$ cat src/rtl/bscc_pkg.sv
// Shared types, constants and the weight table for the bright spot centroid block.
`timescale 1ns / 1ps
package bscc_pkg;

    localparam int MAX_DIM      = 256;
    localparam int DIM_BITS     = $clog2(MAX_DIM);
    localparam int ADDR_BITS    = 2 * DIM_BITS;
    localparam int CFG_DIM_BITS = 9;
    localparam int RADIUS_BITS  = 4;
    localparam int CFG_BITS     = 9;
    localparam int CFG_IDX_BITS = 2;
    localparam int WEIGHT_BITS  = 32;
    localparam int LUT_BITS     = 32;
    localparam int LUT_SIZE     = 766;
    localparam int SUM_BITS     = 10;
    localparam int WT_BITS      = 48;
    localparam int WXY_BITS     = 56;
    localparam int PROD_BITS    = WEIGHT_BITS + DIM_BITS;
    localparam int CHAN_BITS    = 8;
    localparam int CSUM_BITS    = 18;
    localparam int CNT_BITS     = 10;
    localparam int MEAN_BITS    = 16;
    localparam int MREM_BITS    = CSUM_BITS + CHAN_BITS;
    localparam int STEP_BITS    = 4;

    localparam logic [CFG_IDX_BITS-1:0] REG_IMAGE_WIDTH   = 2'd0;
    localparam logic [CFG_IDX_BITS-1:0] REG_IMAGE_HEIGHT  = 2'd1;
    localparam logic [CFG_IDX_BITS-1:0] REG_WINDOW_RADIUS = 2'd2;

    localparam logic [CFG_DIM_BITS-1:0] RST_IMAGE_WIDTH   = 9'd256;
    localparam logic [CFG_DIM_BITS-1:0] RST_IMAGE_HEIGHT  = 9'd256;
    localparam logic [RADIUS_BITS-1:0]  RST_WINDOW_RADIUS = 4'd8;

    localparam logic [STEP_BITS-1:0] CENT_STEPS = STEP_BITS'(DIM_BITS - 1);
    localparam logic [STEP_BITS-1:0] MEAN_STEPS = STEP_BITS'(MEAN_BITS - 1);

    typedef struct packed {
        logic [7:0] red;
        logic [7:0] green;
        logic [7:0] blue;
        logic       last_pixel;
    } pixel_t;

    typedef struct packed {
        logic [7:0]  centroid_x;
        logic [7:0]  centroid_y;
        logic [15:0] mean_red;
        logic [15:0] mean_green;
        logic [15:0] mean_blue;
        logic        no_bright_pixels;
    } result_t;

    typedef struct packed {
        logic [CFG_DIM_BITS-1:0] image_width;
        logic [CFG_DIM_BITS-1:0] image_height;
        logic [RADIUS_BITS-1:0]  window_radius;
    } cfg_t;

    typedef enum logic [3:0] {
        ST_RUN,
        ST_DRAIN,
        ST_CINIT,
        ST_CSTEP,
        ST_WSETUP,
        ST_WSCAN,
        ST_WTAIL,
        ST_MINIT,
        ST_MSTEP,
        ST_OUT
    } ctrl_state_t;

    typedef struct packed {
        logic accept;
        logic cent_init;
        logic cent_step;
        logic win_setup;
        logic win_read;
        logic mean_init;
        logic mean_step;
        logic clear;
    } dp_cmd_t;

    typedef struct packed {
        logic sums_ready;
        logic win_empty;
        logic scan_last;
    } dp_status_t;

    typedef logic [LUT_BITS-1:0] weight_lut_t [LUT_SIZE];

    // round((s/765)^10 * 2^32), saturated; evaluated at elaboration only
    function automatic weight_lut_t build_lut();
        weight_lut_t  lut;
        logic [191:0] num;
        logic [191:0] den;
        logic [191:0] t;
        logic [63:0]  q;
        for (int s = 0; s < LUT_SIZE; s++) begin
            num = 192'd1;
            den = 192'd1;
            for (int k = 0; k < 10; k++) begin
                num = num * 192'(s);
                den = den * 192'd765;
            end
            num = num << 32;
            q = '0;
            for (int k = 32; k >= 0; k--) begin
                t = den << k;
                if (t <= num) begin
                    num = num - t;
                    q[k] = 1'b1;
                end
            end
            if ((num << 1) >= den) q = q + 64'd1;
            if (q > 64'hFFFF_FFFF) q = 64'hFFFF_FFFF;
            lut[s] = q[LUT_BITS-1:0];
        end
        return lut;
    endfunction

    // last valid index of a dimension, register clamped to 1..MAX_DIM
    function automatic logic [DIM_BITS-1:0] dim_last(input logic [CFG_DIM_BITS-1:0] v);
        logic [DIM_BITS-1:0] r;
        if (v == '0)
            r = '0;
        else if (32'(v) > MAX_DIM)
            r = DIM_BITS'(MAX_DIM - 1);
        else
            r = DIM_BITS'(v - 1'b1);
        return r;
    endfunction

endpackage

$ cat src/rtl/bscc_ctrl.sv
// Sequencer for pixel intake, centroid division, window scan and mean division.
`timescale 1ns / 1ps
module bscc_ctrl
    import bscc_pkg::*;
(
    input  logic       clk,
    input  logic       rst_n,
    input  logic       pixel_valid,
    input  logic       last_pixel,
    input  logic       out_free,
    input  dp_status_t status,
    output dp_cmd_t    cmd,
    output logic       take_pixel,
    output logic       out_load
);

    ctrl_state_t          state_reg, state_next;
    logic [STEP_BITS-1:0] step_reg, step_next;

    always_ff @(posedge clk or negedge rst_n)
    begin
        if (!rst_n)
        begin
            state_reg <= ST_RUN;
            step_reg  <= '0;
        end
        else
        begin
            state_reg <= state_next;
            step_reg  <= step_next;
        end
    end

    always_comb
    begin
        state_next = state_reg;
        case (state_reg)
            ST_RUN:    if (pixel_valid && last_pixel) state_next = ST_DRAIN;
            ST_DRAIN:  if (status.sums_ready) state_next = ST_CINIT;
            ST_CINIT:  state_next = ST_CSTEP;
            ST_CSTEP:  if (step_reg == '0) state_next = ST_WSETUP;
            ST_WSETUP: state_next = ST_WSCAN;
            ST_WSCAN:
            begin
                if (status.win_empty) state_next = ST_MINIT;
                else if (status.scan_last) state_next = ST_WTAIL;
            end
            ST_WTAIL:  state_next = ST_MINIT;
            ST_MINIT:  state_next = ST_MSTEP;
            ST_MSTEP:  if (step_reg == '0) state_next = ST_OUT;
            ST_OUT:    if (out_free) state_next = ST_RUN;
            default:   state_next = ST_RUN;
        endcase
    end

    always_comb
    begin
        case (state_reg)
            ST_CINIT: step_next = CENT_STEPS;
            ST_MINIT: step_next = MEAN_STEPS;
            ST_CSTEP,
            ST_MSTEP: step_next = step_reg - 1'b1;
            default:  step_next = step_reg;
        endcase
    end

    always_comb
    begin
        cmd           = '0;
        take_pixel    = 1'b0;
        out_load      = 1'b0;
        case (state_reg)
            ST_RUN:
            begin
                take_pixel = 1'b1;
                cmd.accept = pixel_valid;
            end
            ST_CINIT:  cmd.cent_init = 1'b1;
            ST_CSTEP:  cmd.cent_step = 1'b1;
            ST_WSETUP: cmd.win_setup = 1'b1;
            ST_WSCAN:  cmd.win_read  = !status.win_empty;
            ST_MINIT:  cmd.mean_init = 1'b1;
            ST_MSTEP:  cmd.mean_step = 1'b1;
            ST_OUT:
            begin
                out_load  = out_free;
                cmd.clear = out_free;
            end
            default: ;
        endcase
    end

endmodule

$ cat config.mk
export PLATFORM = sky130hd
export DESIGN_NAME = bscc_ctrl
export DESIGN_NICKNAME = d
export VERILOG_FILES = /design/src/rtl/bscc_pkg.sv /design/src/rtl/bscc_ctrl.sv
export SDC_FILE = /design/constraint.sdc
export NUM_CORES = 1
export LEC_CHECK = 0
export BUFFER_PORTS_ARGS = -buffer_cell sky130_fd_sc_hd__buf_4
export CAP_MARGIN = 20
export CELL_PAD_IN_SITES_DETAIL_PLACEMENT = 1
export CELL_PAD_IN_SITES_GLOBAL_PLACEMENT = 1
export CORE_MARGIN = 1
export CORE_UTILIZATION = 37
export CTS_BUF_LIST = sky130_fd_sc_hd__clkbuf_16
export DETAILED_ROUTE_END_ITERATION = 10
export PLACE_DENSITY = 0.79
export SYNTH_ARGS = -nofsm -noshare
export SYNTH_HDL_FRONTEND = slang
export SYNTH_SLANG_ARGS = --single-unit
$ cat constraint.sdc
create_clock -name clk -period 2.08 [get_ports clk]
set_input_delay 0.208 -clock clk [delete_from_list [all_inputs] [get_ports clk]]
set_output_delay 0.208 -clock clk [all_outputs]
set_load 0.005 [all_outputs]
### Word level (Yosys, flattened, before mapping)

Index checks and enable logic that the tools add are counted.

* word-level logic and storage cells: 43
* bits of input ports: 8
* flip-flop bits (word level): 8

* add/sub/neg operators: 1
* reduce and logical (&&, ||, !) cells: 7
* muxes and demuxes: 18
* eq/ne operators: 15

Operators by type and width (number)
* 4-bit case mux with 10 select lines: 1
* 4-bit two-way mux: 7
* 4-bit by 3-bit equality test with 1-bit output (second input constant): 4
* 4-bit case mux with 3 select lines: 1
* 2-bit inequality test (second input constant): 5
* 1-bit two-way mux: 9
* 4-bit by 2-bit equality test with 1-bit output (second input constant): 2
* 4-bit equality test (second input constant): 2
* 4-bit logical NOT: 2
* 6-bit AND reduction: 1
* 4-bit by 1-bit equality test with 1-bit output (second input constant): 1
* 4-bit by 1-bit subtractor with 4-bit output (second input constant): 1
* 3-bit inequality test (second input constant): 1
* 3-bit nonzero test: 1
* 2-bit OR reduction: 1
* 1-bit logical AND: 1
* 1-bit logical NOT: 1

### Longest topological paths before layout

Gate-level depths: netlist of the first run.

* depth in word-level cells: 3
* depth in mapped cells: 6
* depth with buffers taken out: 6

### Worst setup path after synthesis of the first run

OpenSTA, ideal clock, no wires.

* path kind: reg-to-output
* from: register state_reg[3]
* to: output cmd[0] in the netlist's numbering
* setup slack: 0.482 ns
* cell stages (with the launch flop): 6
* arrival time: 1.390 ns
* data required time: 1.872 ns
* cell sequence: dfrtp_1 > buf_2 > inv_1 > buf_2 > nor4b_1 > buf_4

* longest elaborated chain between the ends: 2

Ends and longest elaborated chain
* start, declared: line bscc_ctrl.sv:17 `ctrl_state_t state_reg, state_next;`
* start signal, assigned: line bscc_ctrl.sv:29 `state_reg <= state_next;`
* 4-bit equality test
* 1-bit two-way mux
* end, declared: line bscc_ctrl.sv:12 `output dp_cmd_t cmd,`

No other way between the ends.

==> results summary, run 1 <==
Summed over all nets, the half-perimeter wirelength after detailed placement is 1682 um. The end of the worst hold path is state_reg[0]. The achievable clock frequency is 524.4 MHz. In this run the static leakage power is 0.0003978 uW. The worst IR drop on VDD is 0.0006579 V. In the post-synthesis netlist, the cell with the most instances is sky130_fd_sc_hd__nor2_1. The number of cells on the worst reg-to-reg path is 5. The total CTS buffers is 3. The worst hold path begins at status[1].

The post-synthesis compound-gate area fraction is 0.3084. The critical path arrival is 1.70 ns. For the worst setup path, the data required time is 1.87 ns. The detail-routed via count per cell came out at 5.875. The maximum number of pins on one net before global-route repair came out at 15. The first-pass GRT wire length came out at 3463 um.

The basic-gate share of the synthesized area counting and, or, nand and nor cells came out at 0.2656. The number of clock sinks came out at 8. The critical path is of the reg2out type. The CTS tree is built. The cts-stage hold buffer count came out at 1.

The number of diodes is 0. The mean area per synthesized cell came out at 8.258 um2. The aggregate routed wire length is 2223 um.

The die width is 45.56 um. In the finished design, the share of the clock period the worst path needs comes to 0.9168. The area growth from synthesis to layout is 33.33%. The proportion of layout cells with a drive suffix above 1 is 0.3010.

The synthesized design spends more area on one cell type than any other, namely sky130_fd_sc_hd__dfrtp_1. The synthesis-stage register bit count came out at 8. The total global routing overflow is 0. The floorplan step defined a core boundary enclosing 1745 um2. Between clock sinks in the finished design, the worst skew comes to 0.005039 ns. The global placer's final weighted congestion is 0.7655. The average wire per cell in the routed design is 17.37 um. The share of the Yosys chip area taken by registers is 0.2852. The combinational family with the most area after synthesis is compound AO/OA/AOI/OAI gates. In this run the critical register-to-register path is launched from state_reg[3]. The die height came out at 45.56 um. The clock root buffer is sky130_fd_sc_hd__clkbuf_16. In this run the power density over the cells is 1237 nW/um2. The final critical delay including setup and external delays is 1.907 ns. The count of cells along the worst hold path came out at 3. Setup repair after global routing left no endpoint under its margin. The first detailed-routing pass ran for 4 iterations. The fill cell instance count of the final layout came out at 227.

The number of setup buffers added after CTS is 0. The synthesized instance count came out at 85. The total number of vias came out at 752. In this run the critical register-to-register path is captured at state_reg[1]. Across every metal layer, demand over resource in global routing totals 0.2409. In the post-synthesis netlist, the biggest area contributors are sky130_fd_sc_hd__dfrtp_1, sky130_fd_sc_hd__nor2_1, sky130_fd_sc_hd__buf_2. The actual transition at the worst max-transition pin is 0.6125 ns. The count of flip-flops with a built-in enable after synthesis came out at 0.

The post-synthesis mux area share is 0.01604. The flow ran to the end, and the final reports show no timing, DRC or antenna violations. After clock tree synthesis, the repair step resized 0 gates. The longest clock path from root to sink contains 2 buffers. The count of antenna-violating nets left after detailed routing came out at 0. After synthesis, the most frequently instantiated cells are sky130_fd_sc_hd__nor2_1, sky130_fd_sc_hd__dfrtp_1, sky130_fd_sc_hd__inv_1. The count of nets after finishing came out at 115.

The tool flagged a number of max-cap violations equal to 0. The clock latency reported for the late side of the worst-skew pair came out at 0.24 ns. The min-delay analysis places its worst path in the category in2reg. The yosys synthesis warning count is 0. The number of buffers inserted by port buffering came out at 17. In this run the count of I/O pins placed on the die edge is 18. The count of standard-cell rows came out at 15. Setup violations remaining at the end of the flow were counted as 0. The via count of the first global-routing pass came out at 750.

The initial antenna violation count was 0. The sort of element at the end of the critical path is an output port. Of all nets on the critical path, the largest fanout is 11.

Once layout is complete, the utilization of the core stands at 0.5362. The area of the mapped netlist came out at 701.9 um2. For this run, the leading register cell type out of synthesis is sky130_fd_sc_hd__dfrtp_1. The hold violation count in the final report is 0.

The worst register-to-register path has a setup slack of 0.31 ns. The number of max-slew violations in the final report is 0. After synthesis, the netlist uses 38 different library cells. Of the post-synthesis cell area, the dominant cell type holds 0.2852. For this configuration, the core starts out at a cell density of 0.4022. The post-synthesis xor/xnor area fraction is 0.

Clock-pin slew was measured on the worst setup and hold paths at 0.04 ns. After the first detailed-routing iteration, the DRC count stood at 13. Measured against its own limit, the worst slew margin works out to 0.5811. For this run, asynchronously set or reset flops after synthesis account for 1.000. The detailed-route DRC error count is 0. The summed negative setup slack over all endpoints is 0 ns. The number of nets in the synthesized netlist came out at 95.

The worst setup path is launched from a register. The post-synthesis adder-cell area fraction is 0.03565. CTS built an H-tree with a depth of 1. The die area is 2075 um2.
-- layer usage --
metal | GRT usage | share of wire | up-vias
met5 | 0 | 0 | -
met4 | 0.1333 | 0.016 | 0
met3 | 0.03968 | 0.028 | 6
met2 | 0.3886 | 0.52 | 24
met1 | 0.3024 | 0.44 | 364
li1 | - | - | 358
-- worst max-delay path: stages, from the launching register on --
cell and delay, ns:
sky130_fd_sc_hd__dfrtp_1 0.58, sky130_fd_sc_hd__nand2b_1 0.26, sky130_fd_sc_hd__nor4b_1 0.44, sky130_fd_sc_hd__buf_4 0.18
-- metrics by stage --
step | std cells | total power, uW | instance area, um2 | setup WS (ns) | hold WS [ns]
after detailed placement | 124 | 814.8 | 850.8 | 0.3182 | 0.03447
after CTS | 128 | 1158 | 935.9 | 0.1493 | 0.3095
final | 128 | 1158 | 935.9 | 0.1731 | 0.3071
after global routing | 128 | 1220 | 935.9 | 0.05298 | 0.3084
after global placement | 124 | 783.5 | 850.8 | 0.3610 | 0.03169
after floorplan | 85 | 622.7 | 701.9 | 0.4818 | -0.08759
-- layout by cell type (no fill, tap or decap), drive strengths merged, types with 3 or more instances in the layout --
cell type,count
o21ai,4
nor3,6
nor4,3
o211ai,3
a21oi,4
o22ai,3
dfrtp,8
clkbuf,3
inv,6
nor2,9
buf,21
nand2,5
-- area by class of cell --
type / count / area [um2] / area share
Inverter: 6 / 22.52 / 0.02406
Tap cell: 25 / 31.28 / 0.03342
Clock buffer: 3 / 75.07 / 0.08021
Sequential cell: 8 / 200.2 / 0.2139
Timing Repair Buffer: 22 / 167.7 / 0.1791
Multi-Input combinational cell: 64 / 439.2 / 0.4693
-- cell families (layout without fill, tap and decap cells) --
group | after synthesis | in the layout
AO/OA/AOI/OAI | 28 | 28
adder cells (fa/ha/maj) | 2 | 2
multiplexers | 1 | 1
flip-flops | 8 | 8
AND/OR/NAND/NOR | 33 | 33
buffers and inverters | 13 | 31
-- how the worst max path moves through the flow --
stage                            start            to  slack [ns]
final                     state_reg[0]        cmd[0]        0.17
after global routing      state_reg[0]        cmd[0]        0.05
after CTS                 state_reg[0]        cmd[0]        0.15
after detailed placement  state_reg[3]  state_reg[1]        0.32
after global placement    state_reg[3]  state_reg[3]        0.36
after floorplan           state_reg[3]        cmd[0]        0.48
-- report_power, final --
| group | switching, uW | leakage, uW | internal (uW) |
|---|---|---|---|
| sequential | 106 | 0.0000962 | 202 |
| clock | 82.8 | 0.0000370 | 249 |
| combinational | 284 | 0.000265 | 234 |
| total | 473 | 0.000398 | 685 |
(Power assumes the default switching activity.)
==> inputs of run 2 (changes only) <==
--- a/config.mk
+++ b/config.mk
@@ -14,6 +14,7 @@
 export CTS_BUF_LIST = sky130_fd_sc_hd__clkbuf_16
 export DETAILED_ROUTE_END_ITERATION = 10
 export PLACE_DENSITY = 0.79
+export REMOVE_ABC_BUFFERS = 1
 export SYNTH_ARGS = -nofsm -noshare
 export SYNTH_HDL_FRONTEND = slang
 export SYNTH_SLANG_ARGS = --single-unit
==> run 2 against run 1 <==
Via count rose by 1.5%. Die area unchanged. Largest power group unchanged. Core utilization is 0.50 points higher. Global-route usage shrank 0.55 points. Critical path type unchanged. Routed wire length shrank 5.5%.
==> results summary, run 2 (synthesized netlist as in run 1, its figures left out) <==
The number of diodes came out at 0 (unchanged). The area of the core came to 1745 um2 (unchanged). The filler-free cell count of the finished design is 129 (+0.78%). The hold violation count in the final report was 0 (unchanged). The maximum root-to-sink buffer count is 2 (unchanged). The final critical delay including setup and external delays is 1.905 ns (-0.001458 ns). The number of buffers inserted by port buffering is 17 (unchanged). The count of nets after finishing is 116 (+0.87%).

The worst IR drop on VDD came out at 0.0005729 V (-13%). Leaving out fill and tap cells, the most frequent cell in the layout is sky130_fd_sc_hd__buf_4. The total CTS buffers is 3 (unchanged). The maximum number of pins on one net before global-route repair came out at 15 (unchanged). The starting DRC count in detailed routing came out at 9 (-4). Setup repair after global routing left no endpoint under its margin. The placement-stage worst setup slack is 0.3191 ns (+0.0009250 ns).

The via count of the first global-routing pass is 750 (unchanged). The number of cells traversed by the worst register-to-register path is 6 (+1). The initial antenna violation count was 0 (unchanged). The number of max-slew violations in the final report is 0 (unchanged).

The min-delay analysis places its worst path in the category in2reg. The worst clock skew on the final layout came out at 0.001329 ns (-0.003710 ns). The total setup violations reported at the end of the flow came out at 0 (unchanged). The achievable clock frequency came to 524.8 MHz (about the same). The cell total after placement is 125 (+0.81%). The initial core utilization came out at 0.4022 (unchanged).

In this run the critical register-to-register path is captured at state_reg[1]. The clock latency reported for the late side of the worst-skew pair came out at 0.23 ns (about the same). The detailed-route DRC error count came out at 0 (unchanged). The worst setup slack after layout came to 0.1746 ns (+0.001458 ns). The proportion of layout cells with a drive suffix above 1 was 0.3173 (+0.01634). The placed wire-length estimate after detailed placement is 1528 um (-9.2%). The average wire per cell in the routed design is 16.28 um (-6.3%). The fill cell instance count of the final layout came out at 213 (-6.2%). The first-pass GRT wire length is 3463 um (unchanged). In this run the most critical hold path is launched from status[1]. TritonCTS built the clock tree. The post-CTS clock slew at the launch and capture registers of the worst setup and hold paths came out at 0.04 ns (about the same).

The worst setup path is launched from a register. The die area is 2075 um2 (unchanged). The total number of vias came out at 763 (+1.5%).

The number of clock sinks is 8 (unchanged). The detail-routed via count per cell is 5.915 (+0.68%). The global placer's final weighted congestion came out at 0.7653 (about the same). The flow ran to the end, and the final reports show no timing, DRC or antenna violations. The worst slew margin relative to its limit is 0.7115 (+0.1304).

The critical path arrival came out at 1.70 ns (about the same). The count of pins on the block boundary came out at 18 (unchanged). The end of the worst hold path is state_reg[0]. The global-route usage over all layers came out at 0.2354 (-0.005533). In the layout the commonest cells are sky130_fd_sc_hd__buf_4, sky130_fd_sc_hd__nor2_1, sky130_fd_sc_hd__dfrtp_1, sky130_fd_sc_hd__inv_1. The sort of element at the end of the critical path is an output port. The total power per unit cell area is 1199 nW/um2 (-3.1%). The part of the cycle the worst path needs was 0.9161 (about the same). CTS placed an instance of sky130_fd_sc_hd__clkbuf_16 at the clock tree root.

The maximum level of the CTS H-tree is 1 (unchanged). The minimum hold slack is 0.2703 ns (-0.03675 ns). The area growth from synthesis to layout is 34.58%. The minimum setup slack among reg-to-reg paths is 0.33 ns (+0.02 ns). The die height is 45.56 um (unchanged).

The critical path in this run is classified as reg2out. The total power of the final layout is 1133 uW (-2.2%). The count of standard-cell rows is 15 (unchanged). The beginning of the worst register-to-register path is step_reg[1]. The number of optimization iterations in the first detailed-route pass came out at 4 (unchanged). The die width is 45.56 um (unchanged).

The largest driver fanout on the critical path came out at 10 (-1). The count of antenna-violating nets left after detailed routing is 0 (unchanged). The required time of the critical path came to 1.87 ns (about the same). The total global routing overflow is 0 (unchanged). The aggregate routed wire length came out at 2100 um (-5.5%). The summed negative setup slack over all endpoints is 0 ns (unchanged). The leakage power total was 0.0004002 uW (+0.60%).

The count of cells along the worst hold path is 3 (unchanged). The actual transition at the worst max-transition pin came out at 0.4218 ns (-0.1907 ns). The total of max-cap violations is 0 (unchanged).
run 2: per-layer routing:
metal / vias to the layer above / part of all wire / GRT usage
met1: 382 / 0.45 / 0.2833
met2: 15 / 0.50 / 0.3829
met4: 0 / 0.017 / 0.1333
li1: 362 / - / -
met3: 4 / 0.025 / 0.05159
met5: - / 0 / 0
run 2: what timing repair did:
item | 4_1_cts | 5_1_grt
buffers inserted | 0 | 0
resized for setup | 0 | 1
endpoints found under the setup margin | 0 | 2
hold buffers | 1 | 0
hold endpoints to repair | 8 | 0
run 2: cell type report:
type,count,area [um2],area share
Clock buffer,3,75.07,0.07947
Inverter,6,22.52,0.02384
Multi-Input combinational cell,64,439.2,0.4649
Sequential cell,8,201.4,0.2132
Tap cell,25,31.28,0.03311
Timing Repair Buffer,23,175.2,0.1854
run 2: metrics by stage:
stage	utilization	area, um2
2_1_floorplan	-	661.9
3_3_place_gp	0.4918	858.3
3_5_place_dp	0.4918	858.3
4_1_cts	0.5405	943.4
5_1_grt	0.5412	944.7
6_report	0.5412	944.7
run 2: how the worst max path moves through the flow:
| stage | from | endpoint | slack [ns] | cells past startpoint |
|---|---|---|---|---|
| floorplan | state_reg[1] | state_reg[3] | 0.43 | 5 |
| detailed placement | state_reg[3] | state_reg[1] | 0.32 | 5 |
| finish | state_reg[1] | cmd[0] | 0.17 | 3 |
| global placement | state_reg[3] | state_reg[3] | 0.36 | 5 |
| CTS | state_reg[3] | cmd[0] | 0.12 | 3 |
| global route | state_reg[1] | cmd[0] | 0.06 | 3 |
run 2: critical path, stage by stage (launching register included):
cell	delay (ns)
sky130_fd_sc_hd__dfrtp_1	0.50
sky130_fd_sc_hd__nand2b_1	0.30
sky130_fd_sc_hd__nor4b_1	0.46
sky130_fd_sc_hd__buf_4	0.20
run 2: where the power goes:
part	internal (uW)	switching [uW]	total, uW	leakage, uW
registers	206	94.9	300	0.0000945
clock network	248	77.2	325	0.0000370
logic	236	271	507	0.000269
==> inputs of run 3 (changes only) <==
--- a/config.mk
+++ b/config.mk
@@ -13,7 +13,8 @@
 export CORE_UTILIZATION = 37
 export CTS_BUF_LIST = sky130_fd_sc_hd__clkbuf_16
 export DETAILED_ROUTE_END_ITERATION = 10
-export PLACE_DENSITY = 0.79
+export GPL_TIMING_DRIVEN = 1
+export PLACE_DENSITY_LB_ADDON = 0.1
 export REMOVE_ABC_BUFFERS = 1
 export SYNTH_ARGS = -nofsm -noshare
 export SYNTH_HDL_FRONTEND = slang
==> run 3 against run 2 <==
Clock power about the same. Critical path depth is the same. Largest cell class unchanged. Largest power group unchanged. Final area fell by 0.66%. Clock-buffer cell count unchanged. Die area unchanged. Routed wire length rose by 11%. Highest routed layer unchanged. Power is 1.4% higher. Sequential power is 11% higher. Worst setup slack got worse by 0.034 ns. Fmax shrank 1.8%.
==> results summary, run 3 (synthesized netlist as in run 1, its figures left out) <==
The fill cell instance count of the final layout came out at 220 (+3.3%). Setup repair after global routing left no endpoint under its margin. The total CTS buffers is 3 (unchanged). The required time of the critical path is 1.87 ns (about the same). The largest incremental delay on the critical path came out at 0.50 ns (about the same). By startpoint and endpoint, the worst setup path is classified as reg2out.

The first-pass GRT wire length was 3601 um (+4.0%). The worst IR drop on VDD is 0.0004982 V (-13%). The initial antenna violation count was 0 (unchanged). The worst slew margin relative to its limit is 0.6863 (-0.02529). The number of buffers inserted by port buffering is 17 (unchanged). The final instance area came out at 938.4 um2 (-0.66%). The final critical delay including setup and external delays was 1.939 ns (+0.03404 ns). The count of standard-cell rows came out at 15 (unchanged). The dominant delay contributor by cell family on the critical path is simple AND/OR/NAND/NOR gates. The initial core utilization is 0.4022 (unchanged). The starting DRC count in detailed routing was 12 (+3).

The global-route usage over all layers came out at 0.2494 (+0.01399). The placed wire-length estimate after detailed placement is 1527 um (about the same). The total global routing overflow came out at 0 (unchanged). The actual transition at the worst max-transition pin came out at 0.4641 ns (+0.04230 ns). The critical path arrival is 1.73 ns (+0.03 ns). The detail-routed via count per cell came to 5.891 (-0.41%). TritonCTS built the clock tree. The worst clock skew on the final layout came out at 0.004186 ns (+0.002857 ns). Leaving out fill and tap cells, the most frequent cell in the layout is sky130_fd_sc_hd__buf_4. The die height is 45.56 um (unchanged).

The maximum level of the CTS H-tree was 1 (unchanged). The area occupied by multi-input gates came to 439.2 um2 (unchanged). The detailed-route DRC error count is 0 (unchanged). The global placer's final weighted congestion is 0.8414 (+9.9%). The cell total after placement came out at 124 (-0.80%). The total buffers and inverters traversed by the critical path came out at 1 (unchanged).

The first element of the critical path is state_reg[1]. The worst hold path begins at status[1]. The instance area after placement is 850.8 um2 (-0.87%). The area of all sequential standard cells is 202.7 um2 (+0.62%). The maximum root-to-sink buffer count is 2 (unchanged).

The die area is 2075 um2 (unchanged). The largest individual stage delay along the critical path comes from the cell sky130_fd_sc_hd__dfrtp_1. The average wire per cell in the routed design came out at 18.24 um (+12%). The total setup violations reported at the end of the flow came to 0 (unchanged). The via count of the first global-routing pass is 738 (-1.6%).

The number of optimization iterations in the first detailed-route pass came out at 4 (unchanged). From synthesis to final layout, the design area changed by 33.69%. The hold violation count in the final report is 0 (unchanged).

The worst register-to-register path begins at step_reg[1]. The sort of element at the end of the critical path is an output port. CTS placed an instance of sky130_fd_sc_hd__clkbuf_16 at the clock tree root. The achievable clock frequency is 515.6 MHz (-1.8%). The clock latency reported for the late side of the worst-skew pair is 0.23 ns (about the same).

Walking the worst path, the cells encountered are nand2b_1 -> nor4b_1 -> buf_4. The largest driver fanout on the critical path is 9 (-1). The die width came out at 45.56 um (unchanged). The leakage power total is 0.0003939 uW (-1.6%). The final core utilization is 0.5376 (-0.003585). The part of the cycle the worst path needs is 0.9324 (+0.01637). The area of the core came out at 1745 um2 (unchanged). The top cell types in the final layout, fill and taps aside, are sky130_fd_sc_hd__buf_4, sky130_fd_sc_hd__nor2_1, sky130_fd_sc_hd__inv_1, sky130_fd_sc_hd__dfrtp_1.

The post-CTS clock slew at the launch and capture registers of the worst setup and hold paths is 0.03 ns (about the same). The aggregate routed wire length is 2335 um (+11%). The class of the tightest hold or removal check is in2reg. The total number of vias came out at 754 (-1.2%). The run finished with clean final reports. The count of nets after finishing is 115 (-0.86%). The total power per unit cell area is 1223 nW/um2 (+2.0%). The maximum number of pins on one net before global-route repair came out at 17 (+2). The filler-free cell count of the finished design came out at 128 (-0.78%). The proportion of layout cells with a drive suffix above 1 is 0.3204 (+0.003081).

STA classifies the critical path startpoint as a register. The number of max-slew violations in the final report came out at 0 (unchanged). The total of max-cap violations was 0 (unchanged). The summed negative setup slack over all endpoints is 0 ns (unchanged). The number of clock sinks is 8 (unchanged). The count of pins on the block boundary is 18 (unchanged). The number of diodes is 0 (unchanged). The count of antenna-violating nets left after detailed routing came out at 0 (unchanged).
==> run 3: cell count changes in the layout (fill, tap and decap cells not counted) <==
cell	before	now
sky130_fd_sc_hd__buf_4	22	21
sky130_fd_sc_hd__dfrtp_1	7	6
sky130_fd_sc_hd__dfrtp_2	1	2
==> run 3: area by class of cell <==
class / instances / area share
Multi-Input combinational cell: 64 / 0.4680
Sequential cell: 8 / 0.2160
Timing Repair Buffer: 22 / 0.1787
Clock buffer: 3 / 0.08000
Tap cell: 25 / 0.03333
Inverter: 6 / 0.02400
==> run 3: power breakdown <==
part / total, uW / internal [uW] / switching [uW]
Sequential: 333 / 207 / 125
Clock: 323 / 248 / 75.4
Combinational: 492 / 226 / 266
Total: 1150 / 681 / 467
==> run 3: worst paths after layout <==
check / end / slack (ns) / cells past startpoint
setup / recovery: out_load / 0.14 / 3
hold / removal: state_reg[0] / 0.28 / 3
setup reg to reg: state_reg[1] / 0.29 / 6
hold reg to reg: step_reg[0] / 0.59 / 1
max in group asynchronous: state_reg[3] / 1.57 / 2
min in group asynchronous: step_reg[3] / 0.37 / 2
==> run 3: tightest hold or removal path: stages <==
cell and delay, ns:
sky130_fd_sc_hd__buf_4 0.09, sky130_fd_sc_hd__o21ai_0 0.08, sky130_fd_sc_hd__o211ai_1 0.09
==> run 3: metrics by stage <==
stage | hold WS (ns) | total power, uW | setup slack [ns]
floorplan | -0.08759 | 606.5 | 0.4321
global placement | 0.03407 | 781.7 | 0.3158
detailed placement | 0.03562 | 798.9 | 0.2422
CTS | 0.2891 | 1145 | 0.01975
global route | 0.3325 | 1207 | 0.09896
finish | 0.2820 | 1148 | 0.1405
==> run 3: metal layers <==
metal  up-vias  track usage  wire [um]
li1        355            -          -
met1       378       0.3357       1070
met2        18       0.4257       1184
met3         3      0.02381         60
met4         0      0.05455         19
met5         -            0          0
==> run 3: timing repair <==
action	CTS	global route
endpoints found under the setup margin	2	2
setup buffers	0	0
endpoints found under the hold margin	8	0
pin swaps	0	0
hold buffers	1	0
resized for setup	1	1
